===== src/design/dsak_pkg.sv =====
`timescale 1ns / 1ps
`default_nettype none
package dsak_pkg;

	localparam int TIME_BITS     = 32;
	localparam int ATTEMPT_BITS  = 8;
	localparam int NUM_LEVELS    = 2;
	localparam int CFG_IDX_BITS  = 3;
	localparam int CFG_DATA_BITS = 32;

	localparam logic [ATTEMPT_BITS-1:0] CNT_MAX = '1;

	typedef enum logic [1:0] {
		ST_LOCKED   = 2'd0,
		ST_SEEDED   = 2'd1,
		ST_UNLOCKED = 2'd2
	} lvl_state_t;

	typedef enum logic [2:0] {
		RC_NONE        = 3'd0,
		RC_LENGTH      = 3'd1,
		RC_UNSUPPORTED = 3'd2,
		RC_CONDITIONS  = 3'd3,
		RC_DELAY       = 3'd4,
		RC_SEQUENCE    = 3'd5,
		RC_BAD_KEY     = 3'd6,
		RC_ATTEMPTS    = 3'd7
	} rej_code_t;

	typedef enum logic [CFG_IDX_BITS-1:0] {
		CFG_L1_LIMIT = 3'd0,
		CFG_L2_LIMIT = 3'd1,
		CFG_L1_DELAY = 3'd2,
		CFG_L2_DELAY = 3'd3,
		CFG_L1_MASK  = 3'd4,
		CFG_L2_MASK  = 3'd5
	} cfg_idx_t;

	localparam logic [7:0] SF_L1_SEED = 8'd1;
	localparam logic [7:0] SF_L1_KEY  = 8'd2;
	localparam logic [7:0] SF_L2_SEED = 8'd3;
	localparam logic [7:0] SF_L2_KEY  = 8'd4;

	localparam logic [7:0] SESS_PROG = 8'd2;
	localparam logic [7:0] SESS_EXT  = 8'd3;

	localparam logic [2:0] MASK_DEFAULT = 3'b001;
	localparam logic [2:0] MASK_PROG    = 3'b010;
	localparam logic [2:0] MASK_EXT     = 3'b100;

	localparam logic [7:0] REQ_LEN_MIN  = 8'd2;
	localparam logic [7:0] REQ_LEN_SEED = 8'd2;
	localparam logic [7:0] REQ_LEN_KEY1 = 8'd6;
	localparam logic [7:0] REQ_LEN_KEY2 = 8'd10;

	localparam logic [3:0] RSP_LEN_KEY   = 4'd1;
	localparam logic [3:0] RSP_LEN_SEED1 = 4'd5;
	localparam logic [3:0] RSP_LEN_SEED2 = 4'd9;

	localparam logic [1:0] ACT_NONE = 2'd0;
	localparam logic [1:0] ACT_L1   = 2'd1;
	localparam logic [1:0] ACT_L2   = 2'd2;

	localparam logic [31:0] SEED1_XOR    = 32'hDEADBEEF;
	localparam logic [31:0] KEY1_XOR     = 32'h12345678;
	localparam logic [31:0] SEED2_HI_XOR = 32'hCAFEBABE;
	localparam logic [31:0] SEED2_LO_XOR = 32'hFEEDFACE;
	localparam logic [63:0] KEY2_XOR     = 64'h123456789ABCDEF0;

	localparam logic [7:0]  RST_LIMIT = 8'd3;
	localparam logic [31:0] RST_DELAY = 32'd10000;
	localparam logic [2:0]  RST_MASK1 = 3'd6;
	localparam logic [2:0]  RST_MASK2 = 3'd2;

	typedef struct packed {
		logic        op;
		logic [7:0]  sub_fn;
		logic [7:0]  request_length;
		logic [63:0] key_value;
		logic [7:0]  session_id;
		logic [31:0] now_ms;
	} req_t;

	typedef struct packed {
		logic        accepted;
		rej_code_t   reject_code;
		logic [7:0]  echo_sub_fn;
		logic [3:0]  response_length;
		logic [63:0] seed_out;
		logic [1:0]  active_level;
	} rsp_t;

	typedef struct packed {
		logic [NUM_LEVELS-1:0][7:0]  limit;
		logic [NUM_LEVELS-1:0][31:0] delay;
		logic [NUM_LEVELS-1:0][2:0]  mask;
	} cfg_t;

	typedef struct packed {
		lvl_state_t              status;
		logic [ATTEMPT_BITS-1:0] fcount;
		logic [TIME_BITS-1:0]    lstart;
		logic [63:0]             seed;
	} lvl_t;

	typedef struct packed {
		logic clr;
		logic we;
		logic idx;
		lvl_t lvl;
	} upd_t;

endpackage
`default_nettype wire


===== src/design/dsak_if.sv =====
`timescale 1ns / 1ps
`default_nettype none
interface dsak_req_if;
	import dsak_pkg::*;
	logic valid;
	logic ready;
	req_t data;
	modport src (output valid, output data, input ready);
	modport snk (input valid, input data, output ready);
endinterface

interface dsak_rsp_if;
	import dsak_pkg::*;
	logic valid;
	logic ready;
	rsp_t data;
	modport src (output valid, output data, input ready);
	modport snk (input valid, input data, output ready);
endinterface
`default_nettype wire


===== src/design/diag_security_access_seed_key_unit.sv =====
`timescale 1ns / 1ps
`default_nettype none
// Channel   Dir  Handshake         Payload
// req       in   valid/ready       op, sub_fn, request_length, key_value,
//                                  session_id, now_ms
// rsp       out  valid/ready       accepted, reject_code, echo_sub_fn,
//                                  response_length, seed_out, active_level
// cfg       in   cfg_we            cfg_idx, cfg_wdata
//
// One item per cycle sustained while rsp.ready stays high; an accepted item is
// held in the input register, and its result is then loaded into the result register.
// The input register feeds one pass of decision logic that updates the
// per-level state and loads the result register in the same cycle.
// Reset clears all level state and loads register defaults.
// A stalled result holds the input register; req.ready drops only when both
// stages are full and rsp.ready is low.
module diag_security_access_seed_key_unit (
	input  wire logic                               clk,
	input  wire logic                               arst_n,
	dsak_req_if.snk                                 req,
	dsak_rsp_if.src                                 rsp,
	input  wire logic                               cfg_we,
	input  wire logic [dsak_pkg::CFG_IDX_BITS-1:0]  cfg_idx,
	input  wire logic [dsak_pkg::CFG_DATA_BITS-1:0] cfg_wdata
);
	import dsak_pkg::*;

	req_t                  req_s1;
	logic                  vld_s1;
	rsp_t                  rsp_q;
	logic                  vld_q;
	logic                  adv;
	logic                  in_fire;
	cfg_t                  cfg;
	lvl_t [NUM_LEVELS-1:0] lvls;
	rsp_t                  res;
	upd_t                  upd;

	assign adv       = vld_s1 && (!vld_q || rsp.ready);
	assign req.ready = !vld_s1 || adv;
	assign in_fire   = req.valid && req.ready;

	always_ff @(posedge clk) begin
		if (in_fire) begin
			req_s1 <= req.data;
		end
		if (adv) begin
			rsp_q <= res;
		end
	end

	always_ff @(posedge clk or negedge arst_n) begin
		if (!arst_n) begin
			vld_s1 <= 1'b0;
			vld_q  <= 1'b0;
		end else begin
			if (in_fire) begin
				vld_s1 <= 1'b1;
			end else if (adv) begin
				vld_s1 <= 1'b0;
			end
			if (adv) begin
				vld_q <= 1'b1;
			end else if (rsp.ready) begin
				vld_q <= 1'b0;
			end
		end
	end

	assign rsp.valid = vld_q;
	assign rsp.data  = rsp_q;

	dsak_cfg_regs u_cfg (
		.clk       (clk),
		.arst_n    (arst_n),
		.cfg_we    (cfg_we),
		.cfg_idx   (cfg_idx),
		.cfg_wdata (cfg_wdata),
		.cfg       (cfg)
	);

	dsak_lvl_state u_state (
		.clk    (clk),
		.arst_n (arst_n),
		.en     (adv),
		.upd    (upd),
		.lvls   (lvls)
	);

	dsak_eval u_eval (
		.req  (req_s1),
		.cfg  (cfg),
		.lvls (lvls),
		.res  (res),
		.upd  (upd)
	);

	assert property (@(posedge clk) disable iff (!arst_n)
		vld_q |-> (rsp_q.accepted == (rsp_q.reject_code == RC_NONE)))
		else $error("accepted flag disagrees with reject code");

	assert property (@(posedge clk) disable iff (!arst_n)
		(vld_q && !rsp_q.accepted) |->
			(rsp_q.response_length == 4'd0 && rsp_q.seed_out == 64'd0 &&
			 rsp_q.echo_sub_fn == 8'd0))
		else $error("negative response carries payload");

	assert property (@(posedge clk) disable iff (!arst_n)
		(adv && req_s1.op) |=> (rsp_q.active_level == ACT_NONE && lvls == '0))
		else $error("reset op left a level open");

	assert property (@(posedge clk) disable iff (!arst_n)
		!adv |=> $stable(lvls))
		else $error("level state changed without an item");

endmodule
`default_nettype wire


===== src/design/dsak_cfg_regs.sv =====
`timescale 1ns / 1ps
`default_nettype none
module dsak_cfg_regs (
	input  wire logic                               clk,
	input  wire logic                               arst_n,
	input  wire logic                               cfg_we,
	input  wire logic [dsak_pkg::CFG_IDX_BITS-1:0]  cfg_idx,
	input  wire logic [dsak_pkg::CFG_DATA_BITS-1:0] cfg_wdata,
	output dsak_pkg::cfg_t                          cfg
);
	import dsak_pkg::*;

	cfg_t cfg_q;

	always_ff @(posedge clk or negedge arst_n) begin
		if (!arst_n) begin
			cfg_q.limit <= {RST_LIMIT, RST_LIMIT};
			cfg_q.delay <= {RST_DELAY, RST_DELAY};
			cfg_q.mask  <= {RST_MASK2, RST_MASK1};
		end else if (cfg_we) begin
			case (cfg_idx)
				CFG_L1_LIMIT: cfg_q.limit[0] <= cfg_wdata[7:0];
				CFG_L2_LIMIT: cfg_q.limit[1] <= cfg_wdata[7:0];
				CFG_L1_DELAY: cfg_q.delay[0] <= cfg_wdata[31:0];
				CFG_L2_DELAY: cfg_q.delay[1] <= cfg_wdata[31:0];
				CFG_L1_MASK:  cfg_q.mask[0]  <= cfg_wdata[2:0];
				CFG_L2_MASK:  cfg_q.mask[1]  <= cfg_wdata[2:0];
				default: ;
			endcase
		end
	end

	assign cfg = cfg_q;

endmodule
`default_nettype wire


===== src/design/dsak_lvl_state.sv =====
`timescale 1ns / 1ps
`default_nettype none
module dsak_lvl_state (
	input  wire logic                                  clk,
	input  wire logic                                  arst_n,
	input  wire logic                                  en,
	input  wire dsak_pkg::upd_t                        upd,
	output dsak_pkg::lvl_t [dsak_pkg::NUM_LEVELS-1:0] lvls
);
	import dsak_pkg::*;

	lvl_t [NUM_LEVELS-1:0] lvls_q;

	always_ff @(posedge clk or negedge arst_n) begin
		if (!arst_n) begin
			lvls_q <= '0;
		end else if (en) begin
			if (upd.clr) begin
				lvls_q <= '0;
			end else if (upd.we) begin
				lvls_q[upd.idx] <= upd.lvl;
			end
		end
	end

	assign lvls = lvls_q;

endmodule
`default_nettype wire


===== src/design/dsak_eval.sv =====
`timescale 1ns / 1ps
`default_nettype none
module dsak_eval (
	input  wire dsak_pkg::req_t                        req,
	input  wire dsak_pkg::cfg_t                        cfg,
	input  wire dsak_pkg::lvl_t [dsak_pkg::NUM_LEVELS-1:0] lvls,
	output dsak_pkg::rsp_t                             res,
	output dsak_pkg::upd_t                             upd
);
	import dsak_pkg::*;

	logic                    lv;
	logic                    sf_ok;
	logic                    is_seed;
	logic [2:0]              cur_mask;
	lvl_t                    cur;
	lvl_t                    nl;
	logic [TIME_BITS-1:0]    t;
	logic [TIME_BITS-1:0]    elapsed;
	logic [31:0]             t32;
	logic [63:0]             new_seed;
	logic                    key_ok;
	logic [ATTEMPT_BITS-1:0] cnt_inc;
	logic [3:0]              seed_len;
	logic [7:0]              key_len;
	lvl_t [NUM_LEVELS-1:0]   post;

	always_comb begin
		lv       = (req.sub_fn == SF_L2_SEED) || (req.sub_fn == SF_L2_KEY);
		sf_ok    = req.sub_fn inside {SF_L1_SEED, SF_L1_KEY, SF_L2_SEED, SF_L2_KEY};
		is_seed  = (req.sub_fn == SF_L1_SEED) || (req.sub_fn == SF_L2_SEED);
		cur      = lvls[lv];
		t        = req.now_ms[TIME_BITS-1:0];
		t32      = 32'(t);
		elapsed  = t - cur.lstart;
		new_seed = lv ? {t32 ^ SEED2_HI_XOR, {t32[15:0], 16'h0000} ^ SEED2_LO_XOR}
		              : {32'h0, t32 ^ SEED1_XOR};
		key_ok   = lv ? (req.key_value == (cur.seed ^ KEY2_XOR))
		              : (req.key_value[31:0] == (cur.seed[31:0] ^ KEY1_XOR));
		cnt_inc  = (cur.fcount == CNT_MAX) ? cur.fcount : cur.fcount + 1'b1;
		seed_len = lv ? RSP_LEN_SEED2 : RSP_LEN_SEED1;
		key_len  = lv ? REQ_LEN_KEY2 : REQ_LEN_KEY1;

		case (req.session_id)
			SESS_PROG: cur_mask = MASK_PROG;
			SESS_EXT:  cur_mask = MASK_EXT;
			default:   cur_mask = MASK_DEFAULT;
		endcase

		res = '0;
		res.reject_code = RC_NONE;
		nl  = cur;
		upd.clr = 1'b0;
		upd.we  = 1'b0;
		upd.idx = lv;

		if (req.op) begin
			upd.clr = 1'b1;
			res.accepted = 1'b1;
		end else if (req.request_length < REQ_LEN_MIN) begin
			res.reject_code = RC_LENGTH;
		end else if (!sf_ok) begin
			res.reject_code = RC_UNSUPPORTED;
		end else if ((cfg.mask[lv] & cur_mask) == 3'b000) begin
			res.reject_code = RC_CONDITIONS;
		end else if (is_seed) begin
			if (cur.status == ST_UNLOCKED) begin
				res.accepted        = 1'b1;
				res.echo_sub_fn     = req.sub_fn;
				res.response_length = seed_len;
			end else if ((8'(cur.fcount) >= cfg.limit[lv]) &&
			             (32'(elapsed) < cfg.delay[lv])) begin
				res.reject_code = RC_DELAY;
			end else begin
				if (8'(cur.fcount) >= cfg.limit[lv]) begin
					nl.fcount = '0;
					upd.we    = 1'b1;
				end
				if (req.request_length != REQ_LEN_SEED) begin
					res.reject_code = RC_LENGTH;
				end else begin
					nl.seed             = new_seed;
					nl.status           = ST_SEEDED;
					upd.we              = 1'b1;
					res.accepted        = 1'b1;
					res.echo_sub_fn     = req.sub_fn;
					res.response_length = seed_len;
					res.seed_out        = new_seed;
				end
			end
		end else begin
			if (cur.status == ST_UNLOCKED) begin
				res.accepted        = 1'b1;
				res.echo_sub_fn     = req.sub_fn;
				res.response_length = RSP_LEN_KEY;
			end else if (cur.status != ST_SEEDED) begin
				res.reject_code = RC_SEQUENCE;
			end else if (req.request_length != key_len) begin
				res.reject_code = RC_LENGTH;
			end else if (key_ok) begin
				nl.status           = ST_UNLOCKED;
				nl.fcount           = '0;
				upd.we              = 1'b1;
				res.accepted        = 1'b1;
				res.echo_sub_fn     = req.sub_fn;
				res.response_length = RSP_LEN_KEY;
			end else begin
				nl.fcount = cnt_inc;
				nl.status = ST_LOCKED;
				upd.we    = 1'b1;
				if (8'(cnt_inc) >= cfg.limit[lv]) begin
					nl.lstart       = t;
					res.reject_code = RC_ATTEMPTS;
				end else begin
					res.reject_code = RC_BAD_KEY;
				end
			end
		end

		upd.lvl = nl;

		post = lvls;
		if (upd.clr) begin
			post = '0;
		end else if (upd.we) begin
			post[lv] = nl;
		end

		if (post[1].status == ST_UNLOCKED) begin
			res.active_level = ACT_L2;
		end else if (post[0].status == ST_UNLOCKED) begin
			res.active_level = ACT_L1;
		end else begin
			res.active_level = ACT_NONE;
		end
	end

endmodule
`default_nettype wire


===== src/flat_wrapper.sv =====
// flat-port wrapper written by rule: the top's interface ports become plain ports
module diag_security_access_seed_key_unit_flat import dsak_pkg::*;
  (clk, arst_n, cfg_we, cfg_idx, cfg_wdata, req_valid, req_data, req_ready, rsp_valid, rsp_data, rsp_ready);
  dsak_req_if req_i ();
  dsak_rsp_if rsp_i ();
  input  wire logic clk;
  input  wire logic arst_n;
  input  wire logic cfg_we;
  input  wire logic [dsak_pkg::CFG_IDX_BITS-1:0] cfg_idx;
  input  wire logic [dsak_pkg::CFG_DATA_BITS-1:0] cfg_wdata;
  input wire logic [$bits(req_i.valid)-1:0] req_valid;
  input wire logic [$bits(req_i.data)-1:0] req_data;
  output wire logic [$bits(req_i.ready)-1:0] req_ready;
  output wire logic [$bits(rsp_i.valid)-1:0] rsp_valid;
  output wire logic [$bits(rsp_i.data)-1:0] rsp_data;
  input wire logic [$bits(rsp_i.ready)-1:0] rsp_ready;
  assign req_i.valid = req_valid;
  assign req_i.data = req_data;
  assign req_ready = req_i.ready;
  assign rsp_valid = rsp_i.valid;
  assign rsp_data = rsp_i.data;
  assign rsp_i.ready = rsp_ready;
  diag_security_access_seed_key_unit u_core (.clk(clk), .arst_n(arst_n), .req(req_i), .rsp(rsp_i), .cfg_we(cfg_we), .cfg_idx(cfg_idx), .cfg_wdata(cfg_wdata));
endmodule

===== config.mk =====
export PLATFORM = sky130hd
export DESIGN_NAME = diag_security_access_seed_key_unit_flat
export DESIGN_NICKNAME = d
export VERILOG_FILES = /design/src/design/dsak_pkg.sv /design/src/design/dsak_if.sv /design/src/design/diag_security_access_seed_key_unit.sv /design/src/design/dsak_cfg_regs.sv /design/src/design/dsak_lvl_state.sv /design/src/design/dsak_eval.sv /design/src/flat_wrapper.sv
export SDC_FILE = /design/constraint.sdc
export NUM_CORES = 1
export LEC_CHECK = 0
export BUFFER_PORTS_ARGS = -buffer_cell sky130_fd_sc_hd__buf_2
export CAP_MARGIN = 20
export CELL_PAD_IN_SITES_DETAIL_PLACEMENT = 0
export CELL_PAD_IN_SITES_GLOBAL_PLACEMENT = 1
export CORE_ASPECT_RATIO = 1.1
export CORE_MARGIN = 5
export CORE_UTILIZATION = 45
export CTS_BUF_LIST = sky130_fd_sc_hd__clkbuf_2
export DETAILED_ROUTE_END_ITERATION = 10
export GPL_TIMING_DRIVEN = 1
export HOLD_SLACK_MARGIN = 0.02
export PLACE_DENSITY = 0.8
export REMOVE_ABC_BUFFERS = 1
export SYNTH_ARGS = -nofsm -noshare
export SYNTH_HDL_FRONTEND = slang
export SYNTH_SLANG_ARGS = --single-unit

===== constraint.sdc =====
create_clock -name clk -period 21.8 [get_ports clk]
set_input_delay 1.09 -clock clk [delete_from_list [all_inputs] [get_ports clk]]
set_output_delay 1.09 -clock clk [all_outputs]
set_load 0.05 [all_outputs]

Yosys cells after proc, flatten, opt, wreduce, memory -nomap -nowiden
Index checks and enable logic that the tools add are counted.
- bitwise gates (word level): 8
- order comparisons: 6
- reductions and logical operators: 26
- equal/unequal tests: 20
- add/sub/neg operators: 2
- mux-type cells: 86
- operator list (cell ; number):
    $mux 106 ; 7
    $mux 212 ; 2
    $mux 64 ; 5
    $bwmux 212 ; 1
    $mux 32 ; 5
    $mux 76 ; 2
    $mux 42 ; 3
    $demux 106 s1 ; 1
    $eq 64x64->1 ; 1
    $mux 12 ; 5
    $not 24->24 ; 2
    $mux 10 ; 4
    $eq 32x32->1 ; 1
    $eq 8x2->1 const B ; 4
    $lt 32x32->1 ; 1
    $mux 1 ; 32
    $mux 8 ; 4
    $not 32->32 ; 1
    $sub 32x32->32 ; 1
    $mux 3 ; 8
    $not 22->22 ; 1
    $ge 8x8->1 ; 2
    $mux 16 ; 1
    $reduce_and 2->1 ; 7
    29 further kinds ; 47
- word-level logic and storage cells: 178
- register bits: 503

Longest topological paths before layout
Gate-level depths: netlist of run 1.
- depth in word-level cells: 22
- mapped depth: 35
- depth with buffers taken out: 27

By module
A second synthesis of run 1 with hierarchy kept.
- cells, all modules: 2816
- area total of the unflattened synthesis: 30063.8 um2
- by module, submodules not included (module ; area an instance (um2) ; cells each ; times used):
    dsak_lvl_state ; 12592.1 ; 1227 ; 1
    dsak_eval ; 7847.5 ; 1192 ; 1
    diag_security_access_seed_key_unit ; 6199.7 ; 211 ; 1
    dsak_cfg_regs ; 3424.5 ; 186 ; 1

Worst setup path before layout of run 1
Ideal clock, no wire load.
- kind: reg2reg
- from: register u_core.req_s1[115] in the netlist's numbering
- to: register u_core.u_state.lvls_q, in the netlist u_core.u_state.lvls[130]
- arrival: 7427 ps
- setup slack: 14252 ps
- stages on the path, launching flop included: 35
- clock period less this slack: 7548 ps
- path buffers: 8
- cells stage by stage: edfxtp_1 > nor3_1 > o211a_1 > buf_6 > buf_6 > buf_2 > clkbuf_1 > clkbuf_1 > clkbuf_1 > nand2_1 > nand2_1 > inv_1 > ha_1 > nor2b_1 > o21a_1 > o21ai_0 > a21oi_1 > nand2b_1 > o221ai_1 > a21oi_1 > o31ai_1 > mux2_2 > o2111ai_1 > ha_1 > nand4_1 > nor4_1 > nand3_1 > o22ai_1 > nor3_4 > or4_1 > buf_2 > buf_2 > a211oi_1 > a31oi_1 > a22o_1
- longest elaborated chain between the ends: 17
- ends and longest elaborated chain (item ; RTL line ; text):
    from (decl) ; diag_security_access_seed_key_unit.sv:28 ; req_t req_s1;
    from (signal assigned) ; diag_security_access_seed_key_unit.sv:45 ; req_s1 <= req.data;
    $eq 8x2->1 or $eq 8x3->1 (tied branches) ; dsak_eval.sv:29, dsak_eval.sv:30, dsak_eval.sv:31 ;
    $logic_or 1x1->1 ; dsak_eval.sv:29 ; lv = (req.sub_fn == SF_L2_SEED) || (req.sub_fn == SF_L2_KEY);
    $mux 106 (implied by the code) (2 in a row) ; dsak_eval.sv:32 ; cur = lvls[lv];
    $sub 32x32->32 ; dsak_eval.sv:35 ; elapsed = t - cur.lstart;
    $lt 32x32->1 ; dsak_eval.sv:72 ; (32'(elapsed) < cfg.delay[lv])) begin
    $logic_and 1x1->1 ; dsak_eval.sv:71 ; end else if ((8'(cur.fcount) >= cfg.limit[lv]) &&
    $mux 64 ; dsak_eval.sv:71 ;
    $mux 64 ; dsak_eval.sv:67 ; if (cur.status == ST_UNLOCKED) begin
    $mux 64 ; dsak_eval.sv:66 ; end else if (is_seed) begin
    $mux 106 ; dsak_eval.sv:64 ; end else if ((cfg.mask[lv] & cur_mask) == 3'b000) begin
    $mux 106 ; dsak_eval.sv:62 ; end else if (!sf_ok) begin
    $mux 106 ; dsak_eval.sv:60 ; end else if (req.request_length < REQ_LEN_MIN) begin
    $mux 106 ; dsak_eval.sv:57 ; if (req.op) begin
    $bwmux 212 ; dsak_lvl_state.sv:21 ; lvls_q[upd.idx] <= upd.lvl;
    $mux 212 ; dsak_lvl_state.sv:20 ; end else if (upd.we) begin
    $mux 212 ; dsak_lvl_state.sv:18 ; if (upd.clr) begin
    to (signal, indexed assignment) ; dsak_lvl_state.sv:21 ;
    to (decl) ; dsak_lvl_state.sv:12 ; lvl_t [NUM_LEVELS-1:0] lvls_q;
Parallel ways exist; a longest one is shown, timed or not. The select of a mux whose other input is x is not followed.
A chain may end at the register's enable or synchronous reset.

Worst setup path after layout of run 1
- from: register u_core.req_s1[112] in the netlist's numbering
- to: register u_core.u_state.lvls_q, in the netlist u_core.u_state.lvls[37]
The elaborated chain is that of the path after synthesis.

==> summary.txt, run 1 <==
Timing
  • F_max: 105 MHz
  • Period utilization: 43.6%
  • Least-Margin Pin Slew: 1090 ps
  • Finish-stage setup viols: 0
  • Final hold vios: 0
  • Worst slew margin: between 20% and 30%
  • RSZ-0062 raised after global routing: no
  • Slew Limit Fails: 0
  • Min cycle time layout: 9500 ps
  • Slack of the critical path: 12300 ps
  • Worst Skew: about 74 ps
  • Total Neg Setup Slack: 0 ps

Placement
  • Hpwl dp: roughly 48 mm
  • Port Buffers: 243
  • Routability Congestion: 0.862
  • Place WS: between 10000 and 15000 ps
  • Post-DP Area: 0.0272 sq mm

Floorplanning
  • I/O Pins: 245
  • Initial Util: 45.7%
  • Die span in y: 258 um
  • FP Rows: 90
  • Die X: 235 um
  • Die ar.: between 0.06 and 0.07 sq mm
  • Core Area: approximately 0.055 sq mm

Run
  • Max Cap Viol: 0

Synthesis
  • Synth top area share: 28.2%
  • Register area share after synthesis: 54.1%
  • Cells after Synth: 2211
  • Synthesis warning total: 0
  • EDFF count, synth: 202
  • Flops & latches, synth: roughly 500
  • Cell Area, Synth: around 0.025 sq mm
  • Async S/R FF share, synth: roughly 60%
  • Syn Area/Cell: 11.4 sq um
  • Count of cell types in the netlist: 84
  • Largest cells by area after synthesis: dfrtp_1 28%, edfxtp_1 24%, a22o_1 4.6%
  • Synth area leader: dfrtp_1
  • Ys flop type: dfrtp_1

Routing
  • Drt total wl: 75.2 mm
  • Final ANT Viol Nets: 0
  • DR WL/cell: 21.4 um
  • Drt first-iter violations: approximately 1.9k
  • Router iterations before antenna repair: 5
  • Vias per cell: 5.70
  • DRC viols: 0
  • Vias post-DR: between 15k and 20k

Min path
  • Hold Path Cell Cnt: 2
  • Hold WC Path Type: in2reg
  • Worst Hold Launch: cfg_wdata[3]
  • Hold path endpoint: u_core.u_cfg.cfg[81]

Critical path
  • Worst path slowest cell: or4_2
  • Reg2reg start: u_core.req_s1[112]
  • CP startpoint kind: flop
  • Crit path DAT: 10660 ps
  • Largest stage delay, worst path: 1010 ps
  • Critical path required time: 22970 ps
  • Reg2reg end: u_core.u_state.lvls[37]
  • Worst r2r path cells: 29
  • CP endpoint kind: flop
  • Crit-path leading delay family: simple AND/OR/NAND/NOR gates
  • CP Depth: 29
  • CP Buf/Inv Count: 4
  • CP Class: reg2reg
  • CP dominant cell by count: a21oi_1
  • Critical-path maximum fanout: 128
  • R2R Setup Slk: roughly 12000 ps

Global route
  • Gr ovfl total: 0
  • First-pass GRT wire length: 117 mm
  • Vias in the first global route: approximately 20k
  • GRT Overall Usage: 24.3%
  • Initial antenna violation count: 4
  • Largest net degree at the start of global routing: 181

CTS
  • Setup bufs post-CTS: 0
  • H-tree levels: 4
  • CTS Sinks: 502
  • Clk slew on worst S/H paths: roughly 110 ps
  • Post-CTS sizing: 0
  • Clock Path Buffers: 3
  • CTS Buf Count: 134
  • Clk_lat worst skew: approximately 1300 ps
  • CTS Hold Bufs: 150
  • Clock root cell: clkbuf_2
  • CTS tree: done

Cells and area
  • Ratio of cells with drive above 1 in the final layout: between 20% and 30%
  • Non-Filler Cell Area, Final: 0.0300 sq mm
  • Nets: 2904
  • Area growth syn-to-layout: 19.2%
  • Filler cells: 4772

Run status
  • Status: finished, final reports clean

Power
  • Leak pwr: 0.0133 uW
  • Maximum vdd drop: roughly 0.034 mV
  • Power Density: between 60 and 70 mW/mm^2
## flip-flops by register name (all words and copies together), names as in the netlist
signal               cells
u_core.u_state.lvls    212
u_core.req_s1          121
u_core.rsp.valid         1
u_core.u_cfg.cfg        86
u_core.vld_s1            1
u_core.rsp.data         81
## layout make-up
cell class,count,area [sq um],area share (%)
clock buffers,190,951,3.17
flip-flops and latches,502,13600,45.4
well taps,736,921,3.07
repair buffers,429,3060,10.2
inverters,67,254,0.848
diodes,2,5.00,0.0167
clock inverters,50,309,1.03
multi-input cells,1529,10900,36.3
## cells in the mapped netlist (7+ instances only)
cell type	n
o31ai_1	8
and2_1	42
o21ai_0	64
o21ai_1	34
a221o_1	44
a2bb2oi_1	9
nor2b_1	12
xor2_1	21
nand2_1	279
a21oi_1	92
nor3_1	31
nor2_1	124
ha_1	79
a22o_1	133
mux2i_1	114
a21o_1	19
a211oi_1	24
dfrtp_1	283
nor4_1	10
mux2_2	89
buf_2	43
dfstp_2	17
nand2b_1	28
buf_1	9
xnor2_1	65
and3_1	28
nand3_1	18
o21a_1	10
o22ai_1	7
o211ai_1	8
o2bb2ai_1	9
inv_1	67
nand4_1	24
a31oi_1	9
clkbuf_1	58
edfxtp_1	202
## worst reg2reg max path, delay by kind of cell, from the launching register on
kind,cells,cell delay (ps)
compound gates,12,2990
fa+ha+maj,2,640
buf+inv,4,1980
flops,1,460
mux,1,260
simple gates,10,3100
## worst max path at each step
stage | endpoint | from | slack (ps)
after global placement | u_core.u_state.lvls[143] | u_core.req_s1[112] | 12640
after CTS | u_core.u_state.lvls[37] | u_core.req_s1[112] | 12440
final | u_core.u_state.lvls[37] | u_core.req_s1[112] | 12300
after global routing | u_core.u_state.lvls[37] | u_core.req_s1[112] | 11590
after detailed placement | u_core.u_state.lvls[37] | u_core.req_s1[112] | 12510
after floorplan | u_core.u_state.lvls[99] | u_core.req_s1[112] | 7660
## power by group
group	leakage, uW	switching, uW	internal (uW)
logic	0.00635	177	119
registers	0.00596	39.0	1050
clock network	0.000945	398	284
total	0.0133	614	1460
## metal layers
metal / up-vias / global-route usage [%] / wire (um)
met5: - / 0 / 7
met4: 2 / 8.63 / 2040
met3: 121 / 5.28 / 4610
met2: 764 / 39.7 / 36500
met1: 9943 / 32.1 / 32000
li1: 9135 / - / -
## logic make-up (layout without fill, tap and decap cells)
kind of cell	count (synthesis)	in the layout	synth area share (%)
simple gates	636	636	12.0
compound gates	517	517	15.1
flops	502	502	54.1
mux	204	204	8.57
buf+inv	185	736	3.17
xor+xnor	86	86	3.00
fa+ha+maj	80	80	4.01
other cells	1	8	0.0149
## layout by cell type (no fill, tap or decap), types with 10 or more instances in the layout
| cell type | count |
|---|---|
| clkinv_2 | 10 |
| nor3_1 | 31 |
| nand2b_1 | 28 |
| nand4_1 | 24 |
| nor4_1 | 10 |
| dlygate4sd3_1 | 150 |
| a21o_1 | 19 |
| nand3_1 | 18 |
| clkinv_1 | 33 |
| o21a_1 | 10 |
| dfrtp_1 | 283 |
| edfxtp_1 | 202 |
| and2_1 | 41 |
| xor2_1 | 21 |
| inv_1 | 66 |
| nand2_1 | 279 |
| a211oi_1 | 24 |
| buf_4 | 32 |
| o21ai_1 | 34 |
| nor2_1 | 122 |
| a22o_1 | 133 |
| a221o_1 | 44 |
| a21oi_1 | 92 |
| mux2i_1 | 114 |
| ha_1 | 79 |
| dfstp_2 | 17 |
| nor2b_1 | 12 |
| o21ai_0 | 64 |
| mux2_2 | 89 |
| buf_2 | 242 |
| xnor2_1 | 65 |
| and3_1 | 27 |
| clkbuf_2 | 190 |
## metrics by stage
| step | std cells | total power, uW | hold slack (ps) | util [%] |
|---|---|---|---|---|
| floorplan | 2098 | 1280 | 449 | - |
| global placement | 3112 | 1370 | 464 | 49.3 |
| detailed placement | 3112 | 1390 | 466 | 49.3 |
| CTS | 3502 | 2090 | 20.2 | 54.3 |
| global route | 3505 | 2180 | 47.4 | 54.4 |
| finish | 3505 | 2070 | 202 | 54.4 |
Note: power is estimated with default switching activity, not from simulation.
==> run 2: changes to the inputs <==
--- a/config.mk
+++ b/config.mk
@@ -16,7 +16,7 @@
 export DETAILED_ROUTE_END_ITERATION = 10
 export GPL_TIMING_DRIVEN = 1
 export HOLD_SLACK_MARGIN = 0.02
-export PLACE_DENSITY = 0.8
+export PLACE_DENSITY = 0.83
 export REMOVE_ABC_BUFFERS = 1
 export SYNTH_ARGS = -nofsm -noshare
 export SYNTH_HDL_FRONTEND = slang
==> constraint.sdc (replaced) <==
create_clock -name clk -period 7.6 [get_ports clk]
set_input_delay 0.38 -clock clk [delete_from_list [all_inputs] [get_ports clk]]
set_output_delay 0.38 -clock clk [all_outputs]
set_load 0.05 [all_outputs]
==> run 2 against run 1 <==
  * Clock power grew to 3.0 times the previous value
  * Critical path type unchanged
  * Power grew to 3.0 times the previous value
  * Critical endpoint is now u_core.u_state.lvls[200]
  * Clock skew grew 38 ps
  * Maximum frequency grew 32%
  * Final cell count grew 6.1%
  * Utilization grew 4.0 points
==> summary.txt, run 2 (synthesized netlist as in run 1, its figures left out) <==
Run status
  • Status: finished, final reports clean

CTS
  • CTS Buf Count: 135 (+0.75%)
  • Clock Path Buffers: 3 (unchanged)
  • Clk_lat worst skew: 1310 ps (+60 ps)
  • H-tree levels: 4 (unchanged)
  • CTS tree: done
  • Clk slew on worst S/H paths: 100 ps (about the same)
  • Clock root cell: clkbuf_2
  • CTS Sinks: 502 (unchanged)

Placement
  • Hpwl dp: 50.6 mm (+5.9%)
  • Port Buffers: 243 (unchanged)
  • Cells after DPL: 3143 (+1.0%)
  • Routability Congestion: 0.872 (+1.2%)
  • Place WS: -109 ps (-12620 ps)

Timing
  • Period utilization: 94.7% (+51 points)
  • Least-Margin Pin Slew: 995 ps (-99.0 ps)
  • Slack of the critical path: 400 ps (-11900 ps)
  • Slew Limit Fails: 0 (unchanged)
  • RSZ-0062 raised after global routing: no
  • F_max: 139 MHz (+32%)
  • Hold WS: 200 ps (-2.27 ps)
  • Worst slew margin: 33.1% (+6.5 points)
  • Finish-stage setup viols: 0 (unchanged)
  • Min cycle time layout: 7200 ps (-2300 ps)
  • Worst Skew: 112 ps (+37.9 ps)
  • Final hold vios: 0 (unchanged)

Critical path
  • CP endpoint kind: flop
  • CP startpoint kind: flop
  • Crit path DAT: 8330 ps (-2330 ps)
  • CP dominant cell by count: buf_4
  • Critical path required time: 8730 ps (-14240 ps)
  • Worst path slowest cell: a311oi_1
  • Reg2reg start: u_core.req_s1[115]
  • Reg2reg end: u_core.u_state.lvls[200]
  • CP Class: reg2reg
  • CP Buf/Inv Count: 6 (+2)
  • R2R Setup Slk: 400 ps (-11900 ps)
  • Largest stage delay, worst path: 470 ps (-540 ps)
  • Worst r2r path cells: 31 (+6.9%)
  • Crit-path leading delay family: compound AO/OA/AOI/OAI gates
  • Critical-path maximum fanout: 84 (-34%)

Min path
  • Hold path endpoint: u_core.u_cfg.cfg[3]
  • Hold WC Path Type: in2reg
  • Worst Hold Launch: cfg_we
  • Hold Path Cell Cnt: 4 (+2)

Power
  • Leak pwr: 0.0142 uW (+7.4%)
  • Switch Pwr: 1830 uW (+200%)
  • Power Density: 191 mW/mm^2 (+180%)
  • Logic pwr share: 15.5% (+1.2 points)
  • Int Power: 4310 uW (+200%)
  • Sequential share of power: 51.1% (-1.7 points)
  • Switching Share: 29.8% (+0.13 points)
  • Final Power: 6130 uW (+200%)
  • Maximum vdd drop: 0.115 mV (+240%)
  • Clk network pwr share: 33.4% (+0.5 points)

Floorplanning
  • Core Area: 0.0551 sq mm (unchanged)
  • Die span in y: 258 um (unchanged)
  • FP Rows: 90 (unchanged)
  • Die X: 235 um (unchanged)
  • Die ar.: 0.0607 sq mm (unchanged)
  • I/O Pins: 245 (unchanged)
  • Initial Util: 45.7% (unchanged)

Global route
  • Initial antenna violation count: 1 (-3)
  • Largest net degree at the start of global routing: 98 (-46%)
  • First-pass GRT wire length: 125 mm (+6.9%)
  • Vias in the first global route: 21.9k (+7.8%)
  • GRT Overall Usage: 26.0% (+1.7 points)
  • Gr ovfl total: 0 (unchanged)

Run
  • Max Cap Viol: 0 (unchanged)

Cells and area
  • Nets: 3121 (+7.5%)
  • Most frequent cells in the layout: 326 x dlygate4sd3_1, 283 x dfrtp_1, 279 x nand2_1
  • Max reg flops: 212 (unchanged)
  • Core Util, Final: 58.4% (+4.0 points)
  • Final std cells w/o fill: 3720 (+6.1%)
  • Area growth syn-to-layout: 27.9%
  • Filler cells: 4471 (-6.3%)
  • Commonest non-fill, non-tap cell in the layout: dlygate4sd3_1
  • Ratio of cells with drive above 1 in the final layout: 22.6% (+0.082 points)

Routing
  • Vias post-DR: 21.1k (+5.4%)
  • Final ANT Viol Nets: 0 (unchanged)
  • Router iterations before antenna repair: 6 (+1)
  • Vias per cell: 5.66 (-0.64%)
  • Drt first-iter violations: 2000 (+5.5%)
  • Drt total wl: 80.4 mm (+6.9%)
  • DR WL/cell: 21.6 um (+0.76%)
  • DRC viols: 0 (unchanged)
-- run 2: cell types whose count changed in the layout (fill, tap and decap cells not counted), moves of 2 or more --
cell | before | now
clkinv_2 | 10 | 5
dlygate4sd3_1 | 150 | 326
buf_12 | 3 | 7
clkbuf_2 | 190 | 200
o31ai_2 | 0 | 2
clkinv_1 | 33 | 27
buf_4 | 32 | 64
-- run 2: metrics by stage --
| stage | instance area (sq um) | TNS (ps) |
|---|---|---|
| 6_report | 32100 | 0 |
| 5_1_grt | 32100 | 0 |
| 4_1_cts | 32000 | 0 |
| 3_5_place_dp | 27400 | -7640 |
| 3_3_place_gp | 27400 | 0 |
| 2_1_floorplan | 24600 | -1361490 |
-- run 2: timing repair --
action                                  in CTS  in global routing
hold buffers                               327                  0
pin swaps                                    0                  5
hold endpoints to repair                   558                  0
endpoints found under the setup margin     117                231
gates resized for setup                      2                  8
cloned                                       0                  2
buffers inserted                             0                  5
-- run 2: how the worst max path moves through the flow --
stage | startpoint | slack, ps | end | cells after the start
after floorplan | u_core.req_s1[112] | -6540 | u_core.u_state.lvls[99] | 26
after global placement | u_core.req_s1[115] | 110 | u_core.u_state.lvls[39] | 29
after detailed placement | u_core.req_s1[115] | -110 | u_core.u_state.lvls[199] | 29
after CTS | u_core.req_s1[112] | 7 | u_core.u_state.lvls[200] | 29
after global routing | u_core.req_s1[115] | 2 | u_core.u_state.lvls[201] | 31
final | u_core.req_s1[115] | 400 | u_core.u_state.lvls[200] | 31
-- run 2: worst reg2reg max path: cells and delay by family (launching register included) --
kind,cells,cell delay (ps)
xor gates and xnor gates,1,150
AOI/OAI and AO/OA,12,2580
adders and majority gates,2,650
DFF,1,450
buffers and inverters,6,1370
and+or+nand+nor,10,1910
-- run 2: power groups by stage --
stage / clock (uW) / sequential, uW / combinational (uW)
2_1_floorplan: 0 / 3250 / 412
3_3_place_gp: 0 / 3170 / 779
3_5_place_dp: 0 / 3180 / 804
4_1_cts: 2090 / 3130 / 943
5_1_grt: 2270 / 3150 / 1030
6_report: 2050 / 3130 / 953
-- run 2: final cells by class --
cell class	instances	area (sq um)	area share, %
Multi-Input combinational cell	1531	10900	34.0
Clock buffer	200	1000	3.11
Timing Repair Buffer	643	5160	16.0
Antenna cell	1	2.50	0.00779
Tap cell	736	921	2.86
Sequential cell	502	13600	42.3
Clock inverter	40	288	0.895
Inverter	67	254	0.790
-- run 2: routing by layer --
metal  part of all wire [%]  routed length [um]  track usage (%)
met5                      0                   0                0
met2                     48               38600             42.3
met4                    3.8                3050             10.9
met1                     41               33200             33.3
met3                    6.9                5580             6.34
